[src/sv/ldr_pkg.sv]
// Types and constants of the window tone filter.
// No dependencies; used by every module of the block.
package ldr_pkg;

    // config register indexes
    localparam logic [1:0] REG_WIDTH  = 2'd0;
    localparam logic [1:0] REG_HEIGHT = 2'd1;
    localparam logic [1:0] REG_GAIN   = 2'd2;

    localparam int          CFG_DATA_W = 13;
    localparam int          ROW_W      = 12;
    localparam int          MAX_HEIGHT = 4096;
    localparam int          MIN_DIM    = 5;

    // 5*5*255*3*255
    localparam int          TONE_DIV   = 4876875;
    // 256 * TONE_DIV, keeps the signed product non-negative
    localparam int          TONE_BIAS  = 1248480000;
    // floor(2^32 / TONE_DIV), never overestimates the quotient
    localparam int          TONE_RECIP = 880;

    localparam int          QDEPTH     = 8;
    localparam int          QPTR_W     = 3;
    localparam int          QCNT_W     = 4;

    typedef struct packed {
        logic [7:0] in_blue;
        logic [7:0] in_green;
        logic [7:0] in_red;
        logic [7:0] in_opacity;
    } in_word_t;

    typedef struct packed {
        logic [7:0] out_blue;
        logic [7:0] out_green;
        logic [7:0] out_red;
        logic [7:0] out_opacity;
        logic       frame_end;
    } out_word_t;

    // what the front hands to the back for one interior pixel
    typedef struct packed {
        logic [14:0] win_sum;
        in_word_t    pix;
        logic        frame_end;
    } work_t;

    function automatic logic [9:0] chan_sum(input in_word_t p);
        chan_sum = 10'(p.in_blue) + 10'(p.in_green) + 10'(p.in_red);
    endfunction

endpackage

[src/sv/ldr_back.sv]
// Back end: gain * window sum * channel, floor divide by the constant, add the channel, clamp.
// Uses ldr_pkg; pops the queue and drives the output register.
module ldr_back (
    input  logic                 clk,
    input  logic                 rst_n,
    input  logic signed [8:0]    gain,
    input  logic                 q_valid,
    input  ldr_pkg::work_t       q_word,
    output logic                 pop,
    output logic                 out_valid,
    output ldr_pkg::out_word_t   out_word,
    input  logic                 out_stall
);
    logic                 adv;
    logic                 v1_reg, v2_reg, v3_reg, v4_reg, ov_reg;
    logic [7:0]           ch1_reg [3], ch2_reg [3], ch3_reg [3], ch4_reg [3];
    logic [7:0]           op1_reg, op2_reg, op3_reg, op4_reg;
    logic                 fe1_reg, fe2_reg, fe3_reg, fe4_reg;
    logic signed [24:0]   p_reg;
    logic [31:0]          x2_reg [3], x3_reg [3];
    logic [9:0]           q3_reg [3], q4_reg [3];
    logic [23:0]          r4_reg [3];
    ldr_pkg::out_word_t   ow_reg;

    logic signed [33:0]   x_next [3];
    logic [28:0]          m_next [3];
    logic [32:0]          qd_next [3];
    logic [7:0]           res [3];
    logic signed [11:0]   v [3];
    logic [1:0]           inc [3];

    assign adv = !ov_reg || !out_stall;
    assign pop = q_valid && adv;

    always_ff @(posedge clk or negedge rst_n)
    begin
        if (!rst_n)
        begin
            v1_reg <= 1'b0;
            v2_reg <= 1'b0;
            v3_reg <= 1'b0;
            v4_reg <= 1'b0;
            ov_reg <= 1'b0;
        end
        else if (adv)
        begin
            v1_reg <= q_valid;
            v2_reg <= v1_reg;
            v3_reg <= v2_reg;
            v4_reg <= v3_reg;
            ov_reg <= v4_reg;
        end
    end

    always_comb
    begin
        for (int i = 0; i < 3; i++)
        begin
            x_next[i]  = 34'(p_reg * $signed({1'b0, ch1_reg[i]}))
                       + 34'(ldr_pkg::TONE_BIAS);
            m_next[i]  = 29'(x2_reg[i][31:13]) * 29'(ldr_pkg::TONE_RECIP);
            qd_next[i] = 33'(x3_reg[i]) - 33'(q3_reg[i]) * 33'(ldr_pkg::TONE_DIV);
            if (32'(r4_reg[i]) >= 2 * ldr_pkg::TONE_DIV)
                inc[i] = 2'd2;
            else if (32'(r4_reg[i]) >= ldr_pkg::TONE_DIV)
                inc[i] = 2'd1;
            else
                inc[i] = 2'd0;
            v[i] = $signed({4'b0, ch4_reg[i]}) + $signed({2'b0, q4_reg[i]})
                 + $signed({10'b0, inc[i]}) - 12'sd256;
            if (v[i] < 12'sd0)
                res[i] = 8'd0;
            else if (v[i] > 12'sd255)
                res[i] = 8'd255;
            else
                res[i] = v[i][7:0];
        end
    end

    always_ff @(posedge clk)
    begin
        if (adv)
        begin
            p_reg      <= 25'(gain * $signed({1'b0, q_word.win_sum}));
            ch1_reg[0] <= q_word.pix.in_blue;
            ch1_reg[1] <= q_word.pix.in_green;
            ch1_reg[2] <= q_word.pix.in_red;
            op1_reg    <= q_word.pix.in_opacity;
            fe1_reg    <= q_word.frame_end;
            op2_reg    <= op1_reg;
            fe2_reg    <= fe1_reg;
            op3_reg    <= op2_reg;
            fe3_reg    <= fe2_reg;
            op4_reg    <= op3_reg;
            fe4_reg    <= fe3_reg;
            for (int i = 0; i < 3; i++)
            begin
                ch2_reg[i] <= ch1_reg[i];
                ch3_reg[i] <= ch2_reg[i];
                ch4_reg[i] <= ch3_reg[i];
                x2_reg[i]  <= x_next[i][31:0];
                x3_reg[i]  <= x2_reg[i];
                q3_reg[i]  <= m_next[i][28:19];
                q4_reg[i]  <= q3_reg[i];
                r4_reg[i]  <= qd_next[i][23:0];
            end
            ow_reg.out_blue    <= res[0];
            ow_reg.out_green   <= res[1];
            ow_reg.out_red     <= res[2];
            ow_reg.out_opacity <= op4_reg;
            ow_reg.frame_end   <= fe4_reg;
        end
    end

    assign out_valid = ov_reg;
    assign out_word  = ow_reg;

endmodule

[config.mk]
export PLATFORM = sky130hd
export DESIGN_NAME = ldr_back
export DESIGN_NICKNAME = d
export VERILOG_FILES = /design/src/sv/ldr_pkg.sv /design/src/sv/ldr_back.sv
export SDC_FILE = /design/constraint.sdc
export NUM_CORES = 2
export LEC_CHECK = 0
export BUFFER_PORTS_ARGS = -buffer_cell sky130_fd_sc_hd__buf_2
export CAP_MARGIN = 30
export CORE_UTILIZATION = 54
export DETAILED_ROUTE_END_ITERATION = 7
export PLACE_DENSITY = 0.68
export SYNTH_ARGS = -nofsm -noshare
export SYNTH_HDL_FRONTEND = slang
export SYNTH_SLANG_ARGS = --single-unit
[constraint.sdc]
create_clock -name clk -period 18.1 [get_ports clk]
set_input_delay 1.81 -clock clk [delete_from_list [all_inputs] [get_ports clk]]
set_output_delay 1.81 -clock clk [all_outputs]
set_load 0.05 [all_outputs]
# Word-level counts from Yosys, hierarchy flattened
# Memory sizes are Yosys's and may differ from the RTL's.
# Cells that the tools add are included.
# word_totals
out_inout_bits	35
reg_bits	99
n_memories	9
mem_bits_rw	420
word_cells	80
inputBits	61
# classes
add_sub_neg	15
n_mux	11
multipliers	10
reduce_logical	4
n_lt_le_gt_ge	12
# memory_table
name	words	word_bits	rd	rd_clocked_by_memory_dff	write_ports	line	source
x2_reg	3	32	3	0	3	ldr_back.sv:20	logic [31:0] x2_reg [3], x3_reg [3];
x3_reg	3	32	3	0	3	ldr_back.sv:20	
r4_reg	3	24	3	0	3	ldr_back.sv:22	logic [23:0] r4_reg [3];
q3_reg	3	10	3	0	3	ldr_back.sv:21	logic [9:0] q3_reg [3], q4_reg [3];
q4_reg	3	10	3	0	3	ldr_back.sv:21	
ch1_reg	3	8	3	0	3	ldr_back.sv:16	logic [7:0] ch1_reg [3], ch2_reg [3], ch3_reg [3], ch4_reg [3];
3 more memories	-	-	-	-	-	-	
# ops
operator	count
adder 32 bit (second input constant)	3
multiplier 25 x 9 -> 32 bit	3
multiplier 19 x 6 -> 25 bit (second input constant)	3
greater-or-equal comparator 24 x 23 -> 1 bit (second input constant)	3
greater-or-equal comparator 24 bit (second input constant)	3
multiplier 10 x 23 -> 24 bit (second input constant)	3
subtractor 24 bit	3
adder 11 x 2 -> 12 bit	3
> comparator 12 x 9 -> 1 bit (second input constant)	3
< comparator 12 x 1 -> 1 bit (second input constant)	3
subtractor 12 x 10 -> 12 bit (second input constant)	3
adder 8 x 10 -> 11 bit	3
multiplier 9 x 16 -> 25 bit	1
2-to-1 mux 8 bit	3
2-to-1 mux 2 bit	3
2-to-1 mux 1 bit	5
logical NOT 1 bit	2
logical AND 1 bit	1
logical OR 1 bit	1

# Longest topological paths before layout
# An unclocked memory read counts as a cell.
# depth
word_depth	8
depth_mapped	22
depth_no_buf	21

# Least setup slack after synthesis
# No wires, ideal clock.
# synth_path
path_kind	input to output
start	input port out_stall
end	output port pop
t_arrival_ns	13.407
path_stages	2
slack_ns	2.883
cell_sequence	nand2_1 > and2_1
# synth_between
elab_chain_len	3
# synth_rtl
element	line	source
start, declared	ldr_back.sv:12	input logic out_stall
logical NOT 1 bit	ldr_back.sv:32	assign adv = !ov_reg || !out_stall;
logical OR 1 bit	ldr_back.sv:32	
logical AND 1 bit	ldr_back.sv:33	assign pop = q_valid && adv;
end, declared	ldr_back.sv:9	output logic pop,
# Every way passes these cells.

==> flow_metrics.tcl <==
set metrics [dict create \
    num-fill-cells 9115 \
    finClkSkew_ns 0.0608 \
    drcViolationCount 0 \
    cap_violations 0 \
    drtAntennaViolNets 0 \
    ff2ff_path_depth 19 \
    h-tree-depth 2 \
    cts_buffer_depth 3 \
    cts-buffers-inserted 59 \
    setup_tns_ns 0 \
    dp_slack_ns 10.93 \
    maxSlewHeadroom_pct 28.1 \
    antenna_found_initial 8 \
    core-area_sq_um 109000 \
    end_kind "flip-flop" \
    path_max_fanout 26 \
    worst_pin_slew_ns 1.08 \
    min_path_cells 0 \
    die_w_microns 333 \
    io_pins 96 \
    largest_register_ffs 96 \
    viasPerCell 5.24 \
    synth_cells 5432 \
    syn_area_sq_um 59200 \
    die-area_sq_um 111000 \
    drive_above_1_share_pct 4.84 \
    maxClockFrequency_mhz 150 \
    final.setup.worst_slack_ns 11.44 \
    wl_per_cell_microns 16.5 \
    syn_nets 7130 \
    dieHeight_microns 333 \
    worstSetupPathType "reg2reg" \
    synthArstFlopShare_pct 1.01 \
    cts_sinks 495 \
    required_ns 18.48 \
    dp_hpwl_microns 91300 \
    gr-usage-all-layers_pct 21.7 \
    grt_pass1_vias 39100 \
    grt_pass1_wl_microns 194000 \
    path_clk_slew_ns 0.06 \
    start_util_pct 54.5 \
    setup_viol 0 \
    vias 36500 \
    routed_wl_microns 115000 \
    synth_seq_cells 495 \
    place_congestion 0.864 \
    hp-start "x2_reg[0][75]$_DFFE_PN_" \
    synth_cell_types 72 \
    port_buffers 95 \
    cts-root-buf "clkbuf_16" \
    grt_overflow 0 \
    postCtsHoldBufs 0 \
    start_kind "flip-flop" \
    hold_viol 0 \
    period_needed_ns 6.66 \
    synth-edff-count 490 \
    ys.flop_type "edfxtp_1" \
    holdPathEnd "x3_reg[0][75]$_DFFE_PN_" \
    grt_max_degree 174 \
    syn_to_final_growth_pct 7.11 \
    rsz0062_at_grt "no" \
    cts_resized 0 \
    reg2reg_to "x2_reg[0][95]$_DFFE_PN_" \
    outcome "finished clean" \
    finalCritPeriodShare_pct 36.8 \
    rows 121 \
    synth_warnings 0 \
    r2r_slack_ns 11.44 \
    dr.pass1.iters 5 \
    slew_viol_final 0 \
    arrival_ns 7.04 \
    clock_latency_ns 0.68 \
    drt-initial-drc-count 1665 \
    synth.avg_cell_area_sq_um 10.9 \
    yosysSeqAreaShare_pct 25.1 \
    cts_tree "yes" \
    holdCritPathClass "reg2reg" \
    r2r-start "ch1_reg[0][17]$_DFFE_PN_" \
    nets 7206 \
    post_cts_buffers 0 \
]
==> critical path: stages (launching register included) <==
cell      delay [ns]
edfxtp_1        1.02
nand2_1         0.18
fa_1            0.55
inv_1           0.05
fa_1            0.50
inv_1           0.05
fa_1            0.46
fa_1            0.43
inv_1           0.08
fa_1            0.42
ha_1            0.37
and3_1          0.20
a221oi_2        0.43
a211oi_1        0.21
o311ai_1        0.52
a21oi_1         0.21
o41ai_2         0.34
o21bai_1        0.10
a21oi_1         0.17
xnor2_1         0.07
==> area by class of cell <==
class / instances / area [sq um] / area share, %
clock inverter: 45 / 452 / 0.712
antenna: 2 / 5.00 / 0.00789
tap: 1414 / 1770 / 2.79
multi-input combinational: 3582 / 39300 / 61.9
inverter: 1233 / 4630 / 7.30
timing repair buffer: 137 / 926 / 1.46
sequential: 495 / 14800 / 23.4
clock buffer: 67 / 1510 / 2.38
==> cell usage in the layout, fill, tap and decap left out, drive strengths merged, types with 62 or more instances in the layout <==
cell type / Yosys / layout
a21o: 86 / 86
a21oi: 175 / 175
and2: 424 / 424
buf: 1 / 137
clkbuf: 121 / 67
edfxtp: 490 / 490
fa: 935 / 935
ha: 702 / 702
inv: 1233 / 1237
nand2: 378 / 378
nor2: 130 / 130
o21a: 62 / 62
o21ai: 79 / 79
xnor2: 186 / 186
==> how the worst max path moves through the flow <==
stage | startpoint | to | cells past startpoint
2_1_floorplan | out_stall | pop | 2
3_3_place_gp | gain[0] | p_reg[23]$_DFFE_PN_ | 21
3_5_place_dp | gain[0] | p_reg[23]$_DFFE_PN_ | 21
4_1_cts | ch1_reg[0][17]$_DFFE_PN_ | x2_reg[0][95]$_DFFE_PN_ | 19
5_1_grt | ch1_reg[0][17]$_DFFE_PN_ | x2_reg[0][95]$_DFFE_PN_ | 17
6_report | ch1_reg[0][17]$_DFFE_PN_ | x2_reg[0][95]$_DFFE_PN_ | 19
==> synth_stat cells, types with 4 or more instances <==
master	n	area, sq um
inv_1	1233	4630
fa_1	935	18700
ha_1	702	8780
edfxtp_1	490	14700
and2_1	424	2650
nand2_1	378	1420
xnor2_1	186	1630
a21oi_1	175	876
nor2_1	130	488
clkbuf_1	121	454
a21o_1	86	646
o21ai_0	78	390
o21a_1	62	465
xor2_1	61	534
nor3_1	40	200
o21bai_1	32	240
nand2b_1	30	188
a211oi_1	22	165
nand3_1	22	110
nor2b_1	22	138
a211o_1	20	175
and3_1	18	113
o211ai_1	17	128
a31oi_1	14	87.6
or3_1	10	62.6
a31o_2	8	70.1
nand4_1	8	50.1
o2111ai_1	7	61.3
or2_2	7	43.8
a2111oi_0	6	52.6
mux2_2	6	67.6
a41oi_1	5	43.8
and4_1	5	43.8
dfrtp_1	5	125
o31ai_1	5	37.5
o21ba_2	4	40.0
==> stage by stage <==
stage | hold slack [ns] | utilization, % | cell area [sq um] | instances
after global routing | 0.407 | 58.3 | 63400 | 6975
after detailed placement | 0.405 | 56.5 | 61400 | 6859
after CTS | 0.381 | 58.3 | 63400 | 6971
after floorplan | 0.400 | - | 59200 | 5432
final | 0.395 | 58.3 | 63400 | 6975
after global placement | 0.401 | 56.4 | 61300 | 6853
==> layer usage <==
layer  routed length, microns  GRT usage, %  vias up
li1                         -             -    17300
met1                    49600          28.4    18300
met2                    56600          37.6      747
met3                     5270          2.51      179
met4                     3250          6.75        2
met5                       12             0        -
==> logic make-up (layout without fill, tap and decap cells) <==
group	after synthesis	in the layout	synth area share, %
adder cells (fa/ha/maj)	1637	1637	46.5
AO/OA/AOI/OAI	579	579	6.54
flip-flops	495	495	25.1
XOR/XNOR	247	247	3.65
other	0	2	0
buffers and inverters	1355	1482	8.59
AND/OR/NAND/NOR	1111	1111	9.54
multiplexers	8	8	0.148
Power is left out: the tool's default activity adds up to more than one toggle a clock period on the data nets, which glitch-free logic cannot reach.
