`config.mk`:
```
export PLATFORM = sky130hd
export DESIGN_NAME = ldr_queue
export DESIGN_NICKNAME = d
export VERILOG_FILES = /design/src/sv/ldr_pkg.sv /design/src/sv/ldr_queue.sv
export SDC_FILE = /design/constraint.sdc
export NUM_CORES = 1
export LEC_CHECK = 0
export BUFFER_PORTS_ARGS = -buffer_cell sky130_fd_sc_hd__clkbuf_2
export CORE_MARGIN = 5
export CORE_UTILIZATION = 50
export DETAILED_ROUTE_END_ITERATION = 8
export PLACE_DENSITY = 0.68
export RECOVER_POWER = 100
export SYNTH_ARGS = -nofsm -noshare
export SYNTH_HDL_FRONTEND = slang
export SYNTH_SLANG_ARGS = --single-unit
```
`constraint.sdc`:
```
create_clock -name clk -period 5.9 [get_ports clk]
set_input_delay 0.885 -clock clk [delete_from_list [all_inputs] [get_ports clk]]
set_output_delay 0.885 -clock clk [all_outputs]
set_load 0.1 [all_outputs]
```
`src/sv/ldr_pkg.sv`:
```
// Types and constants of the window tone filter.
// No dependencies; used by every module of the block.
package ldr_pkg;

    // config register indexes
    localparam logic [1:0] REG_WIDTH  = 2'd0;
    localparam logic [1:0] REG_HEIGHT = 2'd1;
    localparam logic [1:0] REG_GAIN   = 2'd2;

    localparam int          CFG_DATA_W = 13;
    localparam int          ROW_W      = 12;
    localparam int          MAX_HEIGHT = 4096;
    localparam int          MIN_DIM    = 5;

    // 5*5*255*3*255
    localparam int          TONE_DIV   = 4876875;
    // 256 * TONE_DIV, keeps the signed product non-negative
    localparam int          TONE_BIAS  = 1248480000;
    // floor(2^32 / TONE_DIV), never overestimates the quotient
    localparam int          TONE_RECIP = 880;

    localparam int          QDEPTH     = 8;
    localparam int          QPTR_W     = 3;
    localparam int          QCNT_W     = 4;

    typedef struct packed {
        logic [7:0] in_blue;
        logic [7:0] in_green;
        logic [7:0] in_red;
        logic [7:0] in_opacity;
    } in_word_t;

    typedef struct packed {
        logic [7:0] out_blue;
        logic [7:0] out_green;
        logic [7:0] out_red;
        logic [7:0] out_opacity;
        logic       frame_end;
    } out_word_t;

    // what the front hands to the back for one interior pixel
    typedef struct packed {
        logic [14:0] win_sum;
        in_word_t    pix;
        logic        frame_end;
    } work_t;

    function automatic logic [9:0] chan_sum(input in_word_t p);
        chan_sum = 10'(p.in_blue) + 10'(p.in_green) + 10'(p.in_red);
    endfunction

endpackage

```
`src/sv/ldr_queue.sv`:
```
// Short FIFO of work words between the front and the back end.
// Uses ldr_pkg for the word type and depth.
module ldr_queue (
    input  logic                        clk,
    input  logic                        rst_n,
    input  logic                        push,
    input  ldr_pkg::work_t              push_word,
    input  logic                        pop,
    output logic                        q_valid,
    output ldr_pkg::work_t              q_word,
    output logic [ldr_pkg::QCNT_W-1:0]  q_count
);
    ldr_pkg::work_t                 slot [ldr_pkg::QDEPTH];
    logic [ldr_pkg::QPTR_W-1:0]     wp_reg, rp_reg;
    logic [ldr_pkg::QCNT_W-1:0]     cnt_reg;

    always_ff @(posedge clk)
    begin
        if (push)
            slot[wp_reg] <= push_word;
    end

    always_ff @(posedge clk or negedge rst_n)
    begin
        if (!rst_n)
        begin
            wp_reg  <= '0;
            rp_reg  <= '0;
            cnt_reg <= '0;
        end
        else
        begin
            if (push)
                wp_reg <= wp_reg + 1'b1;
            if (pop)
                rp_reg <= rp_reg + 1'b1;
            cnt_reg <= cnt_reg + ldr_pkg::QCNT_W'(push) - ldr_pkg::QCNT_W'(pop);
        end
    end

    assign q_valid = (cnt_reg != '0);
    assign q_word  = slot[rp_reg];
    assign q_count = cnt_reg;

endmodule

```
Word level (Yosys, flattened, before mapping)

Memory sizes are Yosys's and may differ from the RTL's.
Cells that the tools add are included.

Reductions and logical operators: 1
Add/sub/neg operators: 4
Bitwise logic cells: 0
Shift operators: 0
$lt $le $gt $ge: 0
Equality and inequality tests: 0
$mul: 0
Divide/modulo/power cells: 0
Multiplexer cells: 2

Operators with widths:

| operator            | count |
|---|---|
| $add 3x1->3 const B | 2 |
| $add 4x1->4         | 1 |
| $reduce_bool 4->1   | 1 |
| $sub 4x1->4         | 1 |
| $mux 1              | 2 |

RAM bits: 384
Input port bits: 52
Register bits after elaboration: 10
Logic and storage cells: 11
Memories kept: 1
Bits in read-only memories: 0
Output and inout port bits: 53
Bits in latches: 0

Memory list:

| name | words | bits a word | rd ports | clocked after Yosys merged registers in | write ports | RTL line        | text |
|---|---|---|---|---|---|---|---|
| slot | 8     | 48          | 1        | 0                                       | 1           | ldr_queue.sv:13 | `ldr_pkg::work_t slot [ldr_pkg::QDEPTH];` |

Depth between registers and ports, before layout

Gate-level depths: netlist of the first run.

Word-level depth: 2
Depth in mapped cells: 7

Worst setup path after synthesis of the first run

No wires, ideal clock.

Path kind: input -> register
Start point: in push
End point: mem slot[0][0] in the netlist's numbering, enable pin
Data required time: 5.387 ns
Arrival time: 4.257 ns
Setup slack: 1.130 ns
Cell stages on the path: 2
Library setup time: 0.513 ns
Path through: nand2b_1 nor3_1

Word-level cells in the longest chain between the ends: 2

Ends and longest elaborated chain:

| item                         | RTL line        | text |
|---|---|---|
| start: declaration           | ldr_queue.sv:6  | `input logic push,` |
| $mux 1                       | ldr_queue.sv:19 | `if (push)` |
| $mux 1 (implied by the code) | ldr_queue.sv:20 | `slot[wp_reg] <= push_word;` |
| end: declaration             | ldr_queue.sv:13 |  |

Every way passes these cells.

Worst setup path after layout of the first run

Start point: in push
End point: mem slot[1][28] in the netlist's numbering, enable pin

The elaborated chain is that of the path after synthesis.

==> results.json, run 1 <==
{
  "status": "finished, violations left",
  "violations": "max-capacitance violations, max-slew violations",
  "synth_top_area_cell": "edfxtp_1",
  "rows": 63,
  "hold_violations": 0,
  "crit_fanout": 29,
  "track_usage_pct": 16.86,
  "num_vias": 6438,
  "post-dp-hpwl_microns": 15540,
  "dieHeight_microns": 183.6,
  "grt_first_pass_wirelength_microns": 42790,
  "fmax_mhz": 209.3,
  "worstMarginPinSlew_ps": 3462,
  "stdcell_count": 1155,
  "slew_headroom_pct": -131.7,
  "synthesis.nets": 667,
  "place.gp.congestion": 0.6885,
  "dp_slack_ps": 2169,
  "dp_cells": 1086,
  "finalCritPeriodShare_pct": 80.98,
  "layout.nets": 798,
  "postCtsHoldBufs": 0,
  "cap_viol_max_count": 13,
  "clock_sinks": 394,
  "registers.top_by_ff_count": "slot",
  "syn_area_sq_um": 15060,
  "clock_latency_ps": 520,
  "setup_slack_ps": 1122,
  "io_pins": 105,
  "numPortBuffers": 104,
  "first_pass_iters": 4,
  "crit_arrival_ps": 4890,
  "drive_gt1_share_pct": 27.06,
  "n_antenna_cell": 0,
  "clk_pin_slew_worst_paths_ps": 60,
  "rrSetupSlack_ps": 1240,
  "grt_overflow_total": 0,
  "synthCells": 607,
  "min_period_ps": 4778,
  "setup_violations": 0,
  "clock_path_buffers": 3,
  "cts_buffers": 40,
  "yosysWarnings": 0,
  "wire_per_inst_microns": 24.05,
  "grt_max_degree": 68,
  "vias_per_cell": 5.574,
  "required_ps": 6010,
  "largest_reg_flops": 384,
  "crit_path_end_kind": "register",
  "yosysSeqAreaShare_pct": 78.23,
  "report.final.slew_viol_count": 339,
  "antenna_found_initial": 4,
  "fin_skew_ps": 15.23,
  "drtIter0Drc": 441,
  "core_area_sq_um": 29720,
  "synth.avg_cell_area_sq_um": 24.81,
  "grt_pass1_vias": 7167,
  "drc": 0,
  "cts.htree.levels": 2,
  "ys_types": 22,
  "cts_tree": "built",
  "fin_setup_tns_ps": 0,
  "start_kind": "input pin",
  "synth-seq-cells": 394,
  "totalWireLength_microns": 27770,
  "hold_path.class": "input pin to asynchronous set/reset pin",
  "dieArea_sq_um": 33690,
  "die_w_microns": 183.6,
  "post_cts_resize_count": 0,
  "synth_top_area_share_pct": 76.56,
  "rsz0062_at_grt": "no",
  "postCtsSetupBuffers": 0,
  "drtAntennaViolNets": 0,
  "fin_util_pct": 57.53,
  "cts_root_buf": "clkbuf_16",
  "synthTopCellsByArea": "edfxtp_1, mux4_2, mux2_4",
  "critPathKind": "input pin to register",
  "area_growth_pct": 13.52,
  "initial_core_util_pct": 50.68
}
[path summary, 6_finish.rpt]
check / start / endpoint / cells past startpoint
max in group asynchronous: rst_n / rp_reg[2]$_DFFE_PN0P_ / 1
worst max-delay path: push / slot[1][28]$_DFFE_PP_ / 4
worst max register to register: wp_reg[2]$_DFFE_PN0P_ / slot[1][28]$_DFFE_PP_ / 3
worst min-delay path: rst_n / wp_reg[2]$_DFFE_PN0P_ / 1
worst min register to register: wp_reg[1]$_DFFE_PN0P_ / wp_reg[1]$_DFFE_PN0P_ / 1
min in group clk: wp_reg[1]$_DFFE_PN0P_ / wp_reg[1]$_DFFE_PN0P_ / 1
[through the flow]
| step | hold slack, ps | area (sq um) |
|---|---|---|
| floorplan | 517.4 | 15060 |
| global placement | 533.2 | 16070 |
| detailed placement | 548.6 | 16070 |
| CTS | 217.9 | 17320 |
| global route | 386.5 | 17100 |
| finish | 362.8 | 17100 |
[cells in the mapped netlist, drive strengths merged]
| library cell | count |
|---|---|
| xnor2 | 3 |
| dfrtp | 10 |
| buf | 17 |
| fa | 1 |
| xor2 | 3 |
| nand2 | 4 |
| mux4 | 96 |
| nand3 | 1 |
| nor3 | 2 |
| a21oi | 1 |
| mux2 | 50 |
| inv | 8 |
| nand2b | 3 |
| edfxtp | 384 |
| clkbuf | 10 |
| ha | 7 |
| a21o | 1 |
| nor2 | 6 |
[final cells by class]
class	count	area [sq um]
timing repair buffer	116	459.2
tap	390	488.0
clock buffer	50	1070
clock inverter	19	175.2
inverter	8	30.03
fill	2156	12620
sequential	394	11790
multi-input combinational	178	3082
[logic make-up after synthesis]
logic type / synth area share, %
buffers and inverters: 1.313
and+or+nand+nor: 0.4735
adders and majority gates: 0.7144
muxes: 18.84
xor gates and xnor gates: 0.3490
DFF: 78.23
AOI/OAI and AO/OA: 0.08306
[layout by cell type, fill, tap and decap left out, drive strengths merged, types with 4 or more instances in the layout]
master,instances
edfxtp,384
clkbuf,163
mux4,96
mux2,50
clkinv,12
inv,10
dfrtp,10
ha,7
nor2,6
nand2,4
[critical path: stages]
cell and delay (ps):
clkbuf_1 240, nand2b_1 160, nor2_1 2350, clkbuf_1 1230
[routing by layer]
metal / track usage, % / vias up / wire, microns
li1: - / 2833 / -
met1: 23.64 / 3383 / 11700
met2: 27.28 / 172 / 13890
met3: 4.175 / 42 / 1751
met4: 3.903 / 8 / 374
met5: 0 / - / 48
Power of run 1 is left out: the tool's default activity adds up to more than one toggle a clock period on the data nets, which glitch-free logic cannot reach.
==> inputs of run 2 (changes only) <==
--- a/config.mk
+++ b/config.mk
@@ -9,7 +9,7 @@
 export CORE_MARGIN = 5
 export CORE_UTILIZATION = 50
 export DETAILED_ROUTE_END_ITERATION = 8
-export PLACE_DENSITY = 0.68
+export PLACE_DENSITY = 0.71
 export RECOVER_POWER = 100
 export SYNTH_ARGS = -nofsm -noshare
 export SYNTH_HDL_FRONTEND = slang
==> constraint.sdc (replaced) <==
create_clock -name clk -period 4.3 [get_ports clk]
set_input_delay 0.645 -clock clk [delete_from_list [all_inputs] [get_ports clk]]
set_output_delay 0.645 -clock clk [all_outputs]
set_load 0.1 [all_outputs]
==> results.json, run 2 (synthesized netlist as in run 1, its figures left out) <==
{
  "fmax_mhz": 263.1,
  "final_common_cell": "edfxtp_1",
  "rsz0062_at_grt": "no",
  "cts.htree.levels": 2,
  "hold_path.class": "input pin to register",
  "hold_path_depth": 2,
  "place.gp.congestion": 0.7128,
  "cts_root_buf": "clkbuf_16",
  "n_antenna_cell": 0,
  "core_area_sq_um": 29720,
  "grt_pass1_vias": 7196,
  "post-dp-hpwl_microns": 16180,
  "numPortBuffers": 104,
  "dieHeight_microns": 183.6,
  "vias_per_cell": 5.675,
  "wire_per_inst_microns": 24.66,
  "report.final.slew_viol_count": 184,
  "drtIter0Drc": 447,
  "hp-start": "pop",
  "initial_core_util_pct": 50.68,
  "cts_tree": "built",
  "min_to": "rp_reg[0]$_DFFE_PN0P_",
  "worstMarginPinSlew_ps": 2817,
  "clock_sinks": 394,
  "cts_buffers": 40,
  "critPathKind": "register to output port",
  "path_buf_inv": 2,
  "crit_fanout": 43,
  "drtAntennaViolNets": 0,
  "setup_violations": 0,
  "area_growth_pct": 13.99,
  "slew_headroom_pct": -88.52,
  "drc": 0,
  "clk_pin_slew_worst_paths_ps": 60,
  "status": "finished, violations left",
  "rr_worst_depth": 3,
  "antenna_found_initial": 4,
  "clock_path_buffers": 3,
  "io_pins": 105,
  "r2r-end": "slot[1][27]$_DFFE_PP_",
  "registers.top_by_ff_count": "slot",
  "rrSetupSlack_ps": 890,
  "drive_gt1_share_pct": 29.81,
  "first_pass_iters": 4,
  "layout_common_cells": "edfxtp_1, mux4_2, clkbuf_1",
  "postCtsSetupBuffers": 0,
  "fin_setup_tns_ps": 0,
  "crit_path_end_kind": "output port",
  "finalCritPeriodShare_pct": 88.38,
  "violations": "max-capacitance violations, max-slew violations",
  "start_kind": "register",
  "totalWireLength_microns": 28730,
  "rows": 63,
  "dieArea_sq_um": 33690,
  "cp_slowest_cell": "dfrtp_2",
  "grt_first_pass_wirelength_microns": 43550,
  "fin_skew_ps": 17.27,
  "clock_latency_ps": 540,
  "grt_max_degree": 55,
  "track_usage_pct": 17.22,
  "crit_family": "flip-flops",
  "hold_violations": 0,
  "largest_reg_flops": 384,
  "r2r-start": "wp_reg[2]$_DFFE_PN0P_",
  "grt_overflow_total": 0,
  "required_ps": 3650,
  "cap_viol_max_count": 8,
  "num_vias": 6611,
  "nFillCells": 2141,
  "crit_chain": "buf_4, mux4_2, mux2_1, clkbuf_2",
  "min_period_ps": 3800,
  "slowest_delay_ps": 1090,
  "die_w_microns": 183.6,
  "crit_arrival_ps": 3160,
  "layout.nets": 803
}
## run 2: cell count changes in the layout (fill, tap and decap cells not counted), sizes merged
cell / change
buf: +6
bufinv: -1
clkbuf: -4
clkinv: +10
clkinvlp: -1
dlygate4sd3: +1
inv: -1
## run 2: how the worst max path moves through the flow
stage,start,endpoint,slack (ps),cells after the start
after detailed placement,rp_reg[2]$_DFFE_PN0P_,q_word[34],1360,4
after CTS,rp_reg[2]$_DFFE_PN0P_,q_word[30],790,4
after global routing,rp_reg[2]$_DFFE_PN0P_,q_word[37],370,4
after global placement,rp_reg[2]$_DFFE_PN0P_,q_word[30],1390,4
final,rp_reg[2]$_DFFE_PN0P_,q_word[37],500,4
after floorplan,push,slot[4][0]$_DFFE_PP_,1060,2
## run 2: per-layer routing
layer	wire, microns	GRT usage, %	up-vias
met1	12050	23.16	3520
met2	14420	29.15	181
met5	56	0	-
met4	448	3.635	8
li1	-	-	2853
met3	1753	4.116	49
## run 2: cell type report
type	instances	area (sq um)	area share, %
well taps	390	488.0	2.842
inverters	8	30.03	0.1749
clock inverters	26	214.0	1.246
multi-input cells	178	3014	17.56
clock buffers	48	1031	6.005
flip-flops and latches	394	11790	68.68
repair buffers	121	600.6	3.498
## run 2: timing repair
action | CTS | global route
resized for setup | 0 | 0
endpoints found under the hold margin | 10 | 0
hold buffers | 1 | 0
## run 2: per-stage QoR
stage | hold slack [ps] | setup slack (ps) | cell area (sq um) | instances | util, %
after global placement | 521.6 | 1393 | 16200 | 1090 | 54.52
after global routing | 407.8 | 374.7 | 17170 | 1165 | 57.77
after detailed placement | 525.1 | 1359 | 16200 | 1090 | 54.52
after floorplan | 349.4 | 1057 | 15070 | 607 | -
final | 398.1 | 499.7 | 17170 | 1165 | 57.77
after CTS | 346.0 | 787.9 | 17460 | 1165 | 58.74
Power of run 2 is left out for the same reason.
